--- src/hdl/nearest_neighbor_image_downscaler_core_macros.svh ---
// ----------------------------------------------------------------------------
// Nearest-neighbour downscaler assertion macros
// Shared property forms for the core's concurrent checks, clocked on i_clk
// and disabled while i_rst_n is low.
// ----------------------------------------------------------------------------
`ifndef NEAREST_NEIGHBOR_IMAGE_DOWNSCALER_CORE_MACROS_SVH
`define NEAREST_NEIGHBOR_IMAGE_DOWNSCALER_CORE_MACROS_SVH

// same-cycle implication
`define NND_ASSERT_IMPL(name, ante, cons, msg) \
    name: assert property (@(posedge i_clk) disable iff (!i_rst_n) (ante) |-> (cons)) \
        else $error(msg);

// next-cycle implication
`define NND_ASSERT_NEXT(name, ante, cons, msg) \
    name: assert property (@(posedge i_clk) disable iff (!i_rst_n) (ante) |=> (cons)) \
        else $error(msg);

`endif

--- src/hdl/nnd_pkg.sv ---
// ----------------------------------------------------------------------------
// Nearest-neighbour downscaler package
// Shared widths, defaults, register indexes, the queued item type and the
// size clamp.
// ----------------------------------------------------------------------------
package nnd_pkg;

    localparam int unsigned PIX_W          = 16;
    localparam int unsigned CFG_W          = 9;
    localparam int unsigned DEF_SRC_WIDTH  = 480;
    localparam int unsigned DEF_SRC_HEIGHT = 320;
    localparam logic [CFG_W-1:0] DEF_DEST_WIDTH  = 9'd480;
    localparam logic [CFG_W-1:0] DEF_DEST_HEIGHT = 9'd320;
    localparam int unsigned QUEUE_DEPTH    = 2;

    typedef logic [0:0] t_cfg_idx;
    localparam t_cfg_idx CFG_IDX_DEST_WIDTH  = 1'b0;
    localparam t_cfg_idx CFG_IDX_DEST_HEIGHT = 1'b1;

    typedef struct packed {
        logic [PIX_W-1:0] pixel;
        logic [CFG_W-1:0] dest_x;
        logic [CFG_W-1:0] dest_y;
        logic             last;
    } t_nnd_item;

    function automatic logic [CFG_W-1:0] nnd_clamp(input logic [CFG_W-1:0] v,
                                                   input int unsigned limit);
        logic [CFG_W-1:0] res;
        res = v;
        if (v == '0) begin
            res = CFG_W'(1);
        end else if (32'(v) > limit) begin
            res = limit[CFG_W-1:0];
        end
        return res;
    endfunction

endpackage

--- src/hdl/nearest_neighbor_image_downscaler_core.sv ---
// A picked pixel is written into the result queue when it is accepted; the queue head drives the output.
// Throughput: one source pixel per cycle; the input stalls while the dividers run or two items are queued.
// After reset and after every register write the step dividers run with the input stalled.
// Reset: synchronous, active low; clears position, loads 480 x 320 destination size.
// ----------------------------------------------------------------------------
// Nearest-neighbour image downscaler core
// Passes on the source pixels that nearest-neighbour sampling picks, tagged
// with destination coordinates and a frame-end mark.
// ----------------------------------------------------------------------------
module nearest_neighbor_image_downscaler_core #(
    parameter int unsigned SRC_WIDTH  = nnd_pkg::DEF_SRC_WIDTH,
    parameter int unsigned SRC_HEIGHT = nnd_pkg::DEF_SRC_HEIGHT
) (
    input  logic                        i_clk,
    input  logic                        i_rst_n,
    input  logic                        i_valid,
    output logic                        o_stall,
    input  logic [nnd_pkg::PIX_W-1:0]   i_pixel_in,
    input  logic                        i_frame_start,
    output logic                        o_valid,
    input  logic                        i_stall,
    output logic [nnd_pkg::PIX_W-1:0]   o_pixel_out,
    output logic [nnd_pkg::CFG_W-1:0]   o_dest_x,
    output logic [nnd_pkg::CFG_W-1:0]   o_dest_y,
    output logic                        o_frame_last,
    input  logic                        i_cfg_valid,
    output logic                        o_cfg_ready,
    input  nnd_pkg::t_cfg_idx           i_cfg_index,
    input  logic [nnd_pkg::CFG_W-1:0]   i_cfg_data
);
    import nnd_pkg::*;

    localparam int unsigned CW = $clog2(SRC_WIDTH + 1);
    localparam int unsigned RW = $clog2(SRC_HEIGHT + 1);

    logic [CFG_W-1:0] r_width;
    logic [CFG_W-1:0] r_height;
    logic             r_div_start;

    logic             col_busy, row_busy;
    logic [CW-1:0]    col_quot;
    logic [RW-1:0]    row_quot;
    logic [CFG_W-1:0] col_rem, row_rem;

    logic             accept;
    logic             cfg_wr;
    logic             q_full;
    logic             push;
    t_nnd_item        push_item;
    t_nnd_item        head;

    assign o_cfg_ready = 1'b1;
    assign cfg_wr      = i_cfg_valid && o_cfg_ready;
    assign o_stall     = r_div_start || col_busy || row_busy || q_full;
    assign accept      = i_valid && !o_stall;

    always_ff @(posedge i_clk) begin
        if (!i_rst_n) begin
            r_width     <= nnd_clamp(DEF_DEST_WIDTH, SRC_WIDTH);
            r_height    <= nnd_clamp(DEF_DEST_HEIGHT, SRC_HEIGHT);
            r_div_start <= 1'b1;
        end else begin
            r_div_start <= cfg_wr;
            if (cfg_wr) begin
                case (i_cfg_index)
                    CFG_IDX_DEST_WIDTH:  r_width  <= nnd_clamp(i_cfg_data, SRC_WIDTH);
                    CFG_IDX_DEST_HEIGHT: r_height <= nnd_clamp(i_cfg_data, SRC_HEIGHT);
                    default: ;
                endcase
            end
        end
    end

    nnd_div #(.DIVIDEND(SRC_WIDTH)) u_col_div (
        .i_clk     (i_clk),
        .i_rst_n   (i_rst_n),
        .i_start   (r_div_start),
        .i_divisor (r_width),
        .o_busy    (col_busy),
        .o_quot    (col_quot),
        .o_rem     (col_rem)
    );

    nnd_div #(.DIVIDEND(SRC_HEIGHT)) u_row_div (
        .i_clk     (i_clk),
        .i_rst_n   (i_rst_n),
        .i_start   (r_div_start),
        .i_divisor (r_height),
        .o_busy    (row_busy),
        .o_quot    (row_quot),
        .o_rem     (row_rem)
    );

    nnd_front #(
        .SRC_WIDTH  (SRC_WIDTH),
        .SRC_HEIGHT (SRC_HEIGHT)
    ) u_front (
        .i_clk         (i_clk),
        .i_rst_n       (i_rst_n),
        .i_accept      (accept),
        .i_pixel       (i_pixel_in),
        .i_frame_start (i_frame_start),
        .i_width       (r_width),
        .i_height      (r_height),
        .i_col_quot    (col_quot),
        .i_col_rem     (col_rem),
        .i_row_quot    (row_quot),
        .i_row_rem     (row_rem),
        .o_push        (push),
        .o_item        (push_item)
    );

    nnd_queue u_queue (
        .i_clk   (i_clk),
        .i_rst_n (i_rst_n),
        .i_push  (push),
        .i_item  (push_item),
        .o_full  (q_full),
        .o_valid (o_valid),
        .i_stall (i_stall),
        .o_item  (head)
    );

    assign o_pixel_out  = head.pixel;
    assign o_dest_x     = head.dest_x;
    assign o_dest_y     = head.dest_y;
    assign o_frame_last = head.last;

endmodule

--- src/hdl/nnd_div.sv ---
// ----------------------------------------------------------------------------
// Step divider
// Restoring division of a fixed source dimension by a destination size, one
// quotient bit per cycle; gives the per-pick step and its remainder.
// ----------------------------------------------------------------------------
`include "nearest_neighbor_image_downscaler_core_macros.svh"

module nnd_div #(
    parameter int unsigned DIVIDEND = 480
) (
    input  logic                                i_clk,
    input  logic                                i_rst_n,
    input  logic                                i_start,
    input  logic [nnd_pkg::CFG_W-1:0]           i_divisor,
    output logic                                o_busy,
    output logic [$clog2(DIVIDEND+1)-1:0]       o_quot,
    output logic [nnd_pkg::CFG_W-1:0]           o_rem
);
    import nnd_pkg::*;

    localparam int unsigned QW    = $clog2(DIVIDEND + 1);
    localparam int unsigned CNT_W = $clog2(QW + 1);

    logic             r_busy;
    logic [CNT_W-1:0] r_cnt;
    logic [QW-1:0]    r_quot;
    logic [CFG_W-1:0] r_rem;
    logic [CFG_W-1:0] r_dvs;

    logic [CFG_W:0]   trial;
    logic [CFG_W:0]   diff;
    logic             fits;
    logic [QW-1:0]    n_quot;
    logic [CFG_W-1:0] n_rem;

    always_comb begin
        trial  = {r_rem, r_quot[QW-1]};
        diff   = trial - {1'b0, r_dvs};
        fits   = trial >= {1'b0, r_dvs};
        n_rem  = fits ? diff[CFG_W-1:0] : trial[CFG_W-1:0];
        n_quot = QW'({r_quot, fits});
    end

    always_ff @(posedge i_clk) begin
        if (!i_rst_n) begin
            r_busy <= 1'b0;
            r_cnt  <= '0;
        end else if (i_start) begin
            r_busy <= 1'b1;
            r_cnt  <= CNT_W'(QW);
        end else if (r_busy) begin
            r_cnt <= r_cnt - CNT_W'(1);
            if (r_cnt == CNT_W'(1)) begin
                r_busy <= 1'b0;
            end
        end
    end

    always_ff @(posedge i_clk) begin
        if (i_start) begin
            r_quot <= QW'(DIVIDEND);
            r_rem  <= '0;
            r_dvs  <= i_divisor;
        end else if (r_busy) begin
            r_quot <= n_quot;
            r_rem  <= n_rem;
        end
    end

    assign o_busy = r_busy;
    assign o_quot = r_quot;
    assign o_rem  = r_rem;

    `NND_ASSERT_NEXT(a_div_start_busy, i_start, r_busy && r_cnt == CNT_W'(QW), "divider did not start")

endmodule

--- src/hdl/nnd_front.sv ---
// ----------------------------------------------------------------------------
// Downscaler front end
// Tracks source and destination position, decides per source pixel whether
// it is picked, and advances the picked column and row by step and remainder.
// ----------------------------------------------------------------------------
`include "nearest_neighbor_image_downscaler_core_macros.svh"

module nnd_front #(
    parameter int unsigned SRC_WIDTH  = nnd_pkg::DEF_SRC_WIDTH,
    parameter int unsigned SRC_HEIGHT = nnd_pkg::DEF_SRC_HEIGHT
) (
    input  logic                                i_clk,
    input  logic                                i_rst_n,
    input  logic                                i_accept,
    input  logic [nnd_pkg::PIX_W-1:0]           i_pixel,
    input  logic                                i_frame_start,
    input  logic [nnd_pkg::CFG_W-1:0]           i_width,
    input  logic [nnd_pkg::CFG_W-1:0]           i_height,
    input  logic [$clog2(SRC_WIDTH+1)-1:0]      i_col_quot,
    input  logic [nnd_pkg::CFG_W-1:0]           i_col_rem,
    input  logic [$clog2(SRC_HEIGHT+1)-1:0]     i_row_quot,
    input  logic [nnd_pkg::CFG_W-1:0]           i_row_rem,
    output logic                                o_push,
    output nnd_pkg::t_nnd_item                  o_item
);
    import nnd_pkg::*;

    localparam int unsigned CW = $clog2(SRC_WIDTH + 1);
    localparam int unsigned RW = $clog2(SRC_HEIGHT + 1);

    logic [CW-1:0]    r_scol, n_scol, e_scol;
    logic [RW-1:0]    r_srow, n_srow, e_srow;
    logic [CFG_W-1:0] r_dcol, n_dcol, e_dcol;
    logic [CFG_W-1:0] r_drow, n_drow, e_drow;
    logic [CW-1:0]    r_pcol, n_pcol, e_pcol;
    logic [RW-1:0]    r_prow, n_prow, e_prow;
    logic [CFG_W-1:0] r_crem, n_crem, e_crem;
    logic [CFG_W-1:0] r_rrem, n_rrem, e_rrem;

    logic             row_act;
    logic             emit;
    logic [CFG_W:0]   c_sum, r_sum;
    logic             c_carry, r_carry;
    logic [CW:0]      pc_sum;
    logic [RW:0]      pr_sum;

    always_comb begin
        e_scol = i_frame_start ? '0 : r_scol;
        e_srow = i_frame_start ? '0 : r_srow;
        e_dcol = i_frame_start ? '0 : r_dcol;
        e_drow = i_frame_start ? '0 : r_drow;
        e_pcol = i_frame_start ? '0 : r_pcol;
        e_prow = i_frame_start ? '0 : r_prow;
        e_crem = i_frame_start ? '0 : r_crem;
        e_rrem = i_frame_start ? '0 : r_rrem;

        row_act = (e_srow == e_prow) && (e_drow < i_height);
        emit    = row_act && (e_dcol < i_width) && (e_scol == e_pcol);

        c_sum   = {1'b0, e_crem} + {1'b0, i_col_rem};
        c_carry = c_sum >= {1'b0, i_width};
        pc_sum  = (CW+1)'(e_pcol) + (CW+1)'(i_col_quot) + (CW+1)'(c_carry);
        r_sum   = {1'b0, e_rrem} + {1'b0, i_row_rem};
        r_carry = r_sum >= {1'b0, i_height};
        pr_sum  = (RW+1)'(e_prow) + (RW+1)'(i_row_quot) + (RW+1)'(r_carry);

        n_scol = e_scol;
        n_srow = e_srow;
        n_dcol = e_dcol;
        n_drow = e_drow;
        n_pcol = e_pcol;
        n_prow = e_prow;
        n_crem = e_crem;
        n_rrem = e_rrem;

        if (emit) begin
            n_dcol = e_dcol + CFG_W'(1);
            // saturate: any position past the row never matches again
            n_pcol = (pc_sum > (CW+1)'(SRC_WIDTH)) ? CW'(SRC_WIDTH) : pc_sum[CW-1:0];
            n_crem = c_carry ? CFG_W'(c_sum - {1'b0, i_width}) : c_sum[CFG_W-1:0];
        end

        if (e_scol == CW'(SRC_WIDTH - 1)) begin
            n_scol = '0;
            if (row_act) begin
                n_drow = e_drow + CFG_W'(1);
                n_dcol = '0;
                n_pcol = '0;
                n_crem = '0;
                n_prow = (pr_sum > (RW+1)'(SRC_HEIGHT)) ? RW'(SRC_HEIGHT)
                                                        : pr_sum[RW-1:0];
                n_rrem = r_carry ? CFG_W'(r_sum - {1'b0, i_height})
                                 : r_sum[CFG_W-1:0];
            end
            if (e_srow == RW'(SRC_HEIGHT - 1)) begin
                n_srow = '0;
                n_drow = '0;
                n_dcol = '0;
                n_pcol = '0;
                n_prow = '0;
                n_crem = '0;
                n_rrem = '0;
            end else begin
                n_srow = e_srow + RW'(1);
            end
        end else begin
            n_scol = e_scol + CW'(1);
        end

        o_push        = i_accept && emit;
        o_item.pixel  = i_pixel;
        o_item.dest_x = e_dcol;
        o_item.dest_y = e_drow;
        o_item.last   = (e_dcol == i_width - CFG_W'(1)) && (e_drow == i_height - CFG_W'(1));
    end

    always_ff @(posedge i_clk) begin
        if (!i_rst_n) begin
            r_scol <= '0;
            r_srow <= '0;
            r_dcol <= '0;
            r_drow <= '0;
            r_pcol <= '0;
            r_prow <= '0;
            r_crem <= '0;
            r_rrem <= '0;
        end else if (i_accept) begin
            r_scol <= n_scol;
            r_srow <= n_srow;
            r_dcol <= n_dcol;
            r_drow <= n_drow;
            r_pcol <= n_pcol;
            r_prow <= n_prow;
            r_crem <= n_crem;
            r_rrem <= n_rrem;
        end
    end

    `NND_ASSERT_IMPL(a_front_pos_range, 1'b1, r_scol < CW'(SRC_WIDTH) && r_srow < RW'(SRC_HEIGHT), "source position out of frame")

endmodule

--- src/hdl/nnd_queue.sv ---
// ----------------------------------------------------------------------------
// Downscaler result queue
// Short queue between the front end and the output channel; its head is the
// registered output item.
// ----------------------------------------------------------------------------
`include "nearest_neighbor_image_downscaler_core_macros.svh"

module nnd_queue (
    input  logic               i_clk,
    input  logic               i_rst_n,
    input  logic               i_push,
    input  nnd_pkg::t_nnd_item i_item,
    output logic               o_full,
    output logic               o_valid,
    input  logic               i_stall,
    output nnd_pkg::t_nnd_item o_item
);
    import nnd_pkg::*;

    localparam int unsigned PW    = $clog2(QUEUE_DEPTH);
    localparam int unsigned CNT_W = $clog2(QUEUE_DEPTH + 1);

    t_nnd_item        r_mem [QUEUE_DEPTH];
    logic [PW-1:0]    r_wr;
    logic [PW-1:0]    r_rd;
    logic [CNT_W-1:0] r_cnt;
    logic             pop;

    assign pop     = o_valid && !i_stall;
    assign o_valid = r_cnt != '0;
    assign o_full  = r_cnt == CNT_W'(QUEUE_DEPTH);
    assign o_item  = r_mem[r_rd];

    always_ff @(posedge i_clk) begin
        if (!i_rst_n) begin
            r_wr  <= '0;
            r_rd  <= '0;
            r_cnt <= '0;
        end else begin
            if (i_push) begin
                r_wr <= r_wr + PW'(1);
            end
            if (pop) begin
                r_rd <= r_rd + PW'(1);
            end
            if (i_push && !pop) begin
                r_cnt <= r_cnt + CNT_W'(1);
            end else if (pop && !i_push) begin
                r_cnt <= r_cnt - CNT_W'(1);
            end
        end
    end

    always_ff @(posedge i_clk) begin
        if (i_push) begin
            r_mem[r_wr] <= i_item;
        end
    end

    `NND_ASSERT_IMPL(a_queue_no_overrun, i_push, !o_full, "push into full queue")
    `NND_ASSERT_NEXT(a_queue_fill, i_push && !pop, r_cnt == $past(r_cnt) + CNT_W'(1), "fill count lost a push")

endmodule

--- config.mk ---
export PLATFORM = sky130hd
export DESIGN_NAME = nearest_neighbor_image_downscaler_core
export DESIGN_NICKNAME = d
export VERILOG_FILES = /design/src/hdl/nnd_pkg.sv /design/src/hdl/nearest_neighbor_image_downscaler_core.sv /design/src/hdl/nnd_div.sv /design/src/hdl/nnd_front.sv /design/src/hdl/nnd_queue.sv
export VERILOG_INCLUDE_DIRS = /design/src /design/src/hdl
export SDC_FILE = /design/constraint.sdc
export NUM_CORES = 1
export LEC_CHECK = 0
export BUFFER_PORTS_ARGS = -buffer_cell sky130_fd_sc_hd__buf_4
export CAP_MARGIN = 20
export CORE_MARGIN = 3
export CORE_UTILIZATION = 60
export CTS_CLUSTER_DIAMETER = 30
export CTS_CLUSTER_SIZE = 24
export DETAILED_ROUTE_END_ITERATION = 6
export PLACE_DENSITY = 0.77
export SYNTH_ARGS = -nofsm -noshare
export SYNTH_HDL_FRONTEND = slang
export SYNTH_HIERARCHICAL = 1
export SYNTH_SLANG_ARGS = --single-unit
--- constraint.sdc ---
create_clock -name i_clk -period 22.8 [get_ports i_clk]
set_clock_uncertainty 0.05 [all_clocks]
set_input_delay 4.56 -clock i_clk [delete_from_list [all_inputs] [get_ports i_clk]]
set_output_delay 4.56 -clock i_clk [all_outputs]
set_load 0.01 [all_outputs]
# Word-level counts from Yosys, hierarchy flattened
# Memory sizes are Yosys's and may differ from the RTL's. A register that Yosys moved wholly into a read port is not among the register bits.
# Index checks and enable logic that the tools add are counted.
[classes]
addsub = 22
n_lt_le_gt_ge = 10
eq_ne = 9
muxes = 58
n_bitwise = 2
n_reduce_logical = 24
[ops]
columns = ["cell", "count"]
rows = [
  ["2-to-1 mux 9 bit", 42],
  ["adder 9 x 9 -> 10 bit", 4],
  ["greater-or-equal comparator 10 x 9 -> 1 bit", 4],
  ["adder 9 x 1 -> 9 bit, second input constant", 4],
  ["== test 9 bit", 4],
  ["subtractor 9 bit", 4],
  ["adder 10 x 1 -> 10 bit", 2],
  ["greater-than comparator 10 x 9 -> 1 bit, second input constant", 2],
  ["== test 9 bit, second input constant", 2],
  ["greater-than comparator 9 bit, second input constant", 2],
  ["less-than comparator 9 bit", 2],
  ["subtractor 9 x 1 -> 9 bit, second input constant", 2],
  ["2-to-1 mux 4 bit", 4],
  ["2-to-1 mux 1 bit", 10],
  ["logical AND 1 bit", 9],
  ["zero test 9 bit", 1],
  ["== test 4 x 1 -> 1 bit, second input constant", 2],
  ["nonzero test 2 bit", 4],
  ["subtractor 4 x 1 -> 4 bit, second input constant", 2],
  ["zero test 1 bit", 4],
  ["2-to-1 mux 2 bit", 2],
  ["AND reduction 2 bit", 2],
  ["logical OR 1 bit", 3],
  ["adder 1 bit, second input constant", 2],
  ["other kinds (5)", 6],
]
[word_totals]
reg_bits = 159
ramBits = 70
input_bits = 32
wordCells = 152
memories = 1
[mem_list]
columns = ["memory", "words", "word_bits", "rd", "rd_clocked_by_memory_dff", "write_ports", "line_no", "source"]
rows = [
  ["u_queue.r_mem", 2, 35, 1, 1, 1, "nnd_queue.sv:23", "t_nnd_item r_mem [QUEUE_DEPTH];"],
]

# Longest topological paths before layout
[depth]
depth_word = 10
mapped_depth = 33
ltp_nobuf = 27

# Modules after synthesis
# The synthesis kept the hierarchy.
[modules_own_cells]
columns = ["module", "n_inst", "cells_each", "area_each_um2"]
rows = [
  ["nnd_front", 1, 949, 7308.3],
  ["nnd_queue", 1, 131, 2748.9],
  ["nnd_div (u_row_div)", 1, 185, 1831.8],
  ["nnd_div (u_col_div)", 1, 170, 1686.6],
  ["nearest_neighbor_image_downscaler_core", 1, 98, 800.8],
]

# Least setup slack after synthesis
# OpenSTA, ideal clock, no wires.
[synth_path]
path_type = "input-to-reg"
startpoint = "input port i_frame_start"
endpoint = "register u_front.r_pcol[3]"
setup_ns = 0.117
arrival_time_ns = 11.767
t_required_ns = 22.633
path_slack_ns = 10.866
cell_stages = 33
cell_sequence = "buf_2 clkbuf_1 buf_1 clkbuf_1 clkbuf_1 nor2b_1 ha_1 maj3_1 maj3_1 maj3_2 o21ai_2 o21ai_0 a21oi_1 xnor2_1 ha_1 nand4_1 nor3_1 a2111oi_0 o21ai_0 a311oi_2 buf_6 inv_1 fa_1 inv_1 fa_1 nor2b_1 o2111a_1 o31ai_1 o311ai_1 or4b_2 and3_1 a41oi_1 nor2_1"
[synth_via]
elab_chain_cells = 10
word_cells_on_any_way = 26
[synth_lines]
columns = ["element", "line_no", "source"]
rows = [
  ["start, declared", "nearest_neighbor_image_downscaler_core.sv:19", "input logic i_frame_start,"],
  ["2-to-1 mux 9 bit", "nnd_front.sv:54", "e_crem = i_frame_start ? '0 : r_crem;"],
  ["adder 9 x 9 -> 10 bit", "nnd_front.sv:60", "c_sum = {1'b0, e_crem} + {1'b0, i_col_rem};"],
  ["greater-or-equal comparator 10 x 9 -> 1 bit", "nnd_front.sv:61", "c_carry = c_sum >= {1'b0, i_width};"],
  ["adder 10 x 1 -> 10 bit", "nnd_front.sv:62", "pc_sum = (CW+1)'(e_pcol) + (CW+1)'(i_col_quot) + (CW+1)'(c_carry);"],
  ["greater-than comparator 10 x 9 -> 1 bit", "nnd_front.sv:79", "n_pcol = (pc_sum > (CW+1)'(SRC_WIDTH)) ? CW'(SRC_WIDTH) : pc_sum[CW-1:0];"],
  ["2-to-1 mux 9 bit", "nnd_front.sv:79", ""],
  ["2-to-1 mux 9 bit", "nnd_front.sv:76", "if (emit) begin"],
  ["2-to-1 mux 9 bit", "nnd_front.sv:85", "if (row_act) begin"],
  ["2-to-1 mux 9 bit", "nnd_front.sv:95", "if (e_srow == RW'(SRC_HEIGHT - 1)) begin"],
  ["2-to-1 mux 9 bit (*)", "nnd_front.sv:83", "if (e_scol == CW'(SRC_WIDTH - 1)) begin"],
  ["end signal, assigned", "nnd_front.sv:132", "r_pcol <= n_pcol;"],
  ["end, declared", "nnd_front.sv:35", "logic [CW-1:0] r_pcol, n_pcol, e_pcol;"],
]
# Mark *: on every way between the ends. The rest lies on a longest branch, timed or not.
# A chain may end at the register's enable or synchronous reset.

# Final worst setup path
# Ends and elaborated chain as after synthesis.

==> results_dict.tcl <==
set metrics [dict create \
    drt-initial-drc-count 988 \
    rsz0062_at_grt "no" \
    ir_drop_mv 0.0724 \
    r2r-end "u_front/r_pcol[3]" \
    yosys_warnings 6 \
    core_area_mm2 0.0235 \
    dp_slack_ps 11210 \
    violations "design-rule violations" \
    seq_area_frac_synth_pct 38.2 \
    grt_pass1_wl_um 56600 \
    nets 1725 \
    dpl.hpwl_um 24000 \
    synth_top_family_by_area "simple AND/OR/NAND/NOR gates" \
    post_drt_wl_per_cell_um 17.8 \
    synthMuxAreaShare_pct 5.62 \
    use_met2_pct 43.7 \
    synth_edf_count 88 \
    drc 1 \
    grtUsageMet3_pct 3.77 \
    min_period_ps 11140 \
    synth_area_leaders "dfxtp_1, edfxtp_1, ha_1, xnor2_1, nand2_1" \
    final-setup-viol-count 0 \
    cts_resized 0 \
    cp.arrival_ps 11510 \
    yosysMostFrequentCell "dfxtp_1" \
    start_kind "input port" \
    slew_viol_final 0 \
    ant_nets 0 \
    syn-num-nets 1669 \
    rr_worst_depth 28 \
    htreeDepth 2 \
    timing.critical_path.mode_cell "inv_1" \
    critPathKind "input port to flip-flop" \
    synth_compound_gate_area_share_pct 16.8 \
    fin_area_mm2 0.0167 \
    synth_cells 1533 \
    clk_pin_slew_ps 50 \
    gp_congestion 0.959 \
    via_per_inst 6.04 \
    clk_path_buf_depth 3 \
    syn_area_mm2 0.0144 \
    diodes 0 \
    cp-endpoint "u_front/r_pcol[3]" \
    synth-simple-area-share_pct 18.8 \
    setup_ws_ps 11660 \
    synthArstFlopShare_pct 0 \
    cts_tree "yes" \
    die_y_um 161 \
    grt_overflow 0 \
    worst_pin_slew_ps 995 \
    cap_viol_max_count 0 \
    p_per_area_mw_per_mm2 81.3 \
    synth_top_area_share_pct 19.8 \
    dr.pass1.iters 7 \
    worst-path-max-fanout 22 \
    crit_path_top_delay_cell "or4b_2" \
    clock_sinks 230 \
    fp.dieW_um 161 \
    critical_path.startpoint "i_frame_start" \
    regArea_mm2 0.00549 \
    status "finished with violations" \
    num_rows 56 \
    ys_ff_latch 230 \
    antenna_found_initial 0 \
    max_slew_margin_pct 33.6 \
    clock.fmax_ghz 0.0898 \
    yosysTopAreaCell "dfxtp_1" \
    critical_path_required_ps 23170 \
    wirelength_um 34600 \
    yosys-top-cells-count "dfxtp_1, nand2_1, nor2_1, ha_1, edfxtp_1" \
    synth_cell_type_count 95 \
    vias 11800 \
    placed_area_mm2 0.0149 \
    hold_violations 0 \
    dpl.cell_count 1856 \
    start_util_pct 61.1 \
    top_usage_layer "met2" \
    layout-drive-gt1-share_pct 14.8 \
    first_global_vias 11300 \
    grtUsageMet1_pct 35.1 \
    end_kind "flip-flop" \
    track_usage_pct 26.3 \
    hold_path.class "flip-flop to flip-flop" \
    ios 70 \
    reg2reg_from "u_front/r_crem[0]" \
    multi_input_area_mm2 0.00815 \
    reg2reg_setup_slack_ps 15830 \
    layout.cells.non_filler 1949 \
    fin_setup_tns_ps 0 \
    power_mw 1.36 \
    grt_max_degree 72 \
    clkLatencyLatePin_ps 540 \
    root_buffer "clkbuf_16" \
    yosys.area_share.adder_pct 9.74 \
    critPathMaxStageDelay_ps 640 \
    syn_area_per_cell_um2 9.38 \
    fin_crit_sh_pct 48.8 \
    numCtsBuffers 50 \
    die-area_mm2 0.0259 \
    io_buffer_count 68 \
    n_fill_cell 1778 \
    synthFlopType "dfxtp_1" \
    cts_hold_buf 0 \
    cts_setup_buffers 0 \
    synthToLayoutAreaGrowth_pct 16.3 \
    synthXorXnorAreaFrac_pct 5.54 \
    leakage_nw 6.77 \
]
-- through the flow --
step / hold slack, ps / utilization (%)
after floorplan: 367 / -
after global placement: 377 / 63.4
after detailed placement: 384 / 63.5
after CTS: 396 / 71.0
after global routing: 419 / 71.0
final: 393 / 71.0
-- cell families (layout without fill, tap and decap cells) --
kind of cell / Yosys count / in the layout
adder cells (fa/ha/maj): 107 / 107
AO/OA/AOI/OAI: 349 / 349
XOR/XNOR: 91 / 91
multiplexers: 76 / 76
other: 1 / 1
AND/OR/NAND/NOR: 521 / 521
flip-flops: 230 / 230
buffers and inverters: 158 / 255
-- how the worst min path moves through the flow --
stage,start,endpoint,slack (ps),cells after the start
2_1_floorplan,u_front/r_crem[6],u_front/r_crem[6],370,2
3_3_place_gp,u_front/r_rrem[3],u_front/r_rrem[3],380,2
3_5_place_dp,u_front/r_rrem[7],u_front/r_rrem[7],380,2
4_1_cts,u_front/r_rrem[7],u_front/r_rrem[7],400,2
5_1_grt,r_height[8],u_row_div/r_dvs[8],420,0
6_report,u_front/r_rrem[7],u_front/r_rrem[7],390,2
-- power breakdown --
part / leakage, nW / switching, mW / internal, mW
combinational: 3.98 / 0.0802 / 0.0729
clock: 0.867 / 0.239 / 0.509
sequential: 1.93 / 0.0192 / 0.438
-- registers in the layout, summed over array words and instances (netlist names), 9 cells and up, named ones only --
signal and count:
u_front/r_pcol 9, u_front/r_srow 9, u_row_div/o_rem 9, u_col_div/o_quot 9, u_row_div/o_quot 9, u_front/r_scol 9
r_height 9, u_front/r_crem 9, u_front/r_dcol 9, u_front/r_rrem 9, u_col_div/o_rem 9, r_width 9
u_queue/r_mem 70, u_row_div/r_dvs 9, u_front/r_drow 9, u_front/r_prow 9, u_col_div/r_dvs 9
-- layout make-up --
type / instances / area share (%)
timing repair buffer: 78 / 3.58
inverter: 84 / 1.89
clock inverter: 33 / 2.72
sequential: 230 / 32.8
multi-input combinational: 1145 / 48.7
tap: 319 / 2.39
clock buffer: 60 / 7.89
-- per-layer routing --
| metal | share of wire, % | up-vias | routed length [µm] |
|---|---|---|---|
| met2 | 48 | 434 | 16600 |
| li1 | - | 5692 | - |
| met4 | 3.1 | 0 | 1060 |
| met3 | 6.0 | 88 | 2090 |
| met5 | 0 | - | 0 |
| met1 | 43 | 5567 | 14900 |
-- layout by cell type, fill, tap and decap left out, types with 21 or more instances in the layout --
cell type  count
edfxtp_1      88
o21ai_0       83
nand4_1       21
xor2_1        23
inv_1         83
a21o_1        21
nand2_1      127
mux2i_1       38
clkbuf_16     51
mux2_2        38
buf_4         77
nor2_1       107
nand3_1       50
dfxtp_1      140
nor2b_1       65
nor3_1        26
ha_1          95
xnor2_1       68
a21oi_1       59
-- critical path: cells and delay by family --
kind	cells	cell delay (ps)
AOI/OAI and AO/OA	9	2540
adders and majority gates	4	1220
xor gates and xnor gates	1	160
and+or+nand+nor	10	1880
buffers and inverters	5	1130
No activity file was read; power rests on OpenSTA's default activity.
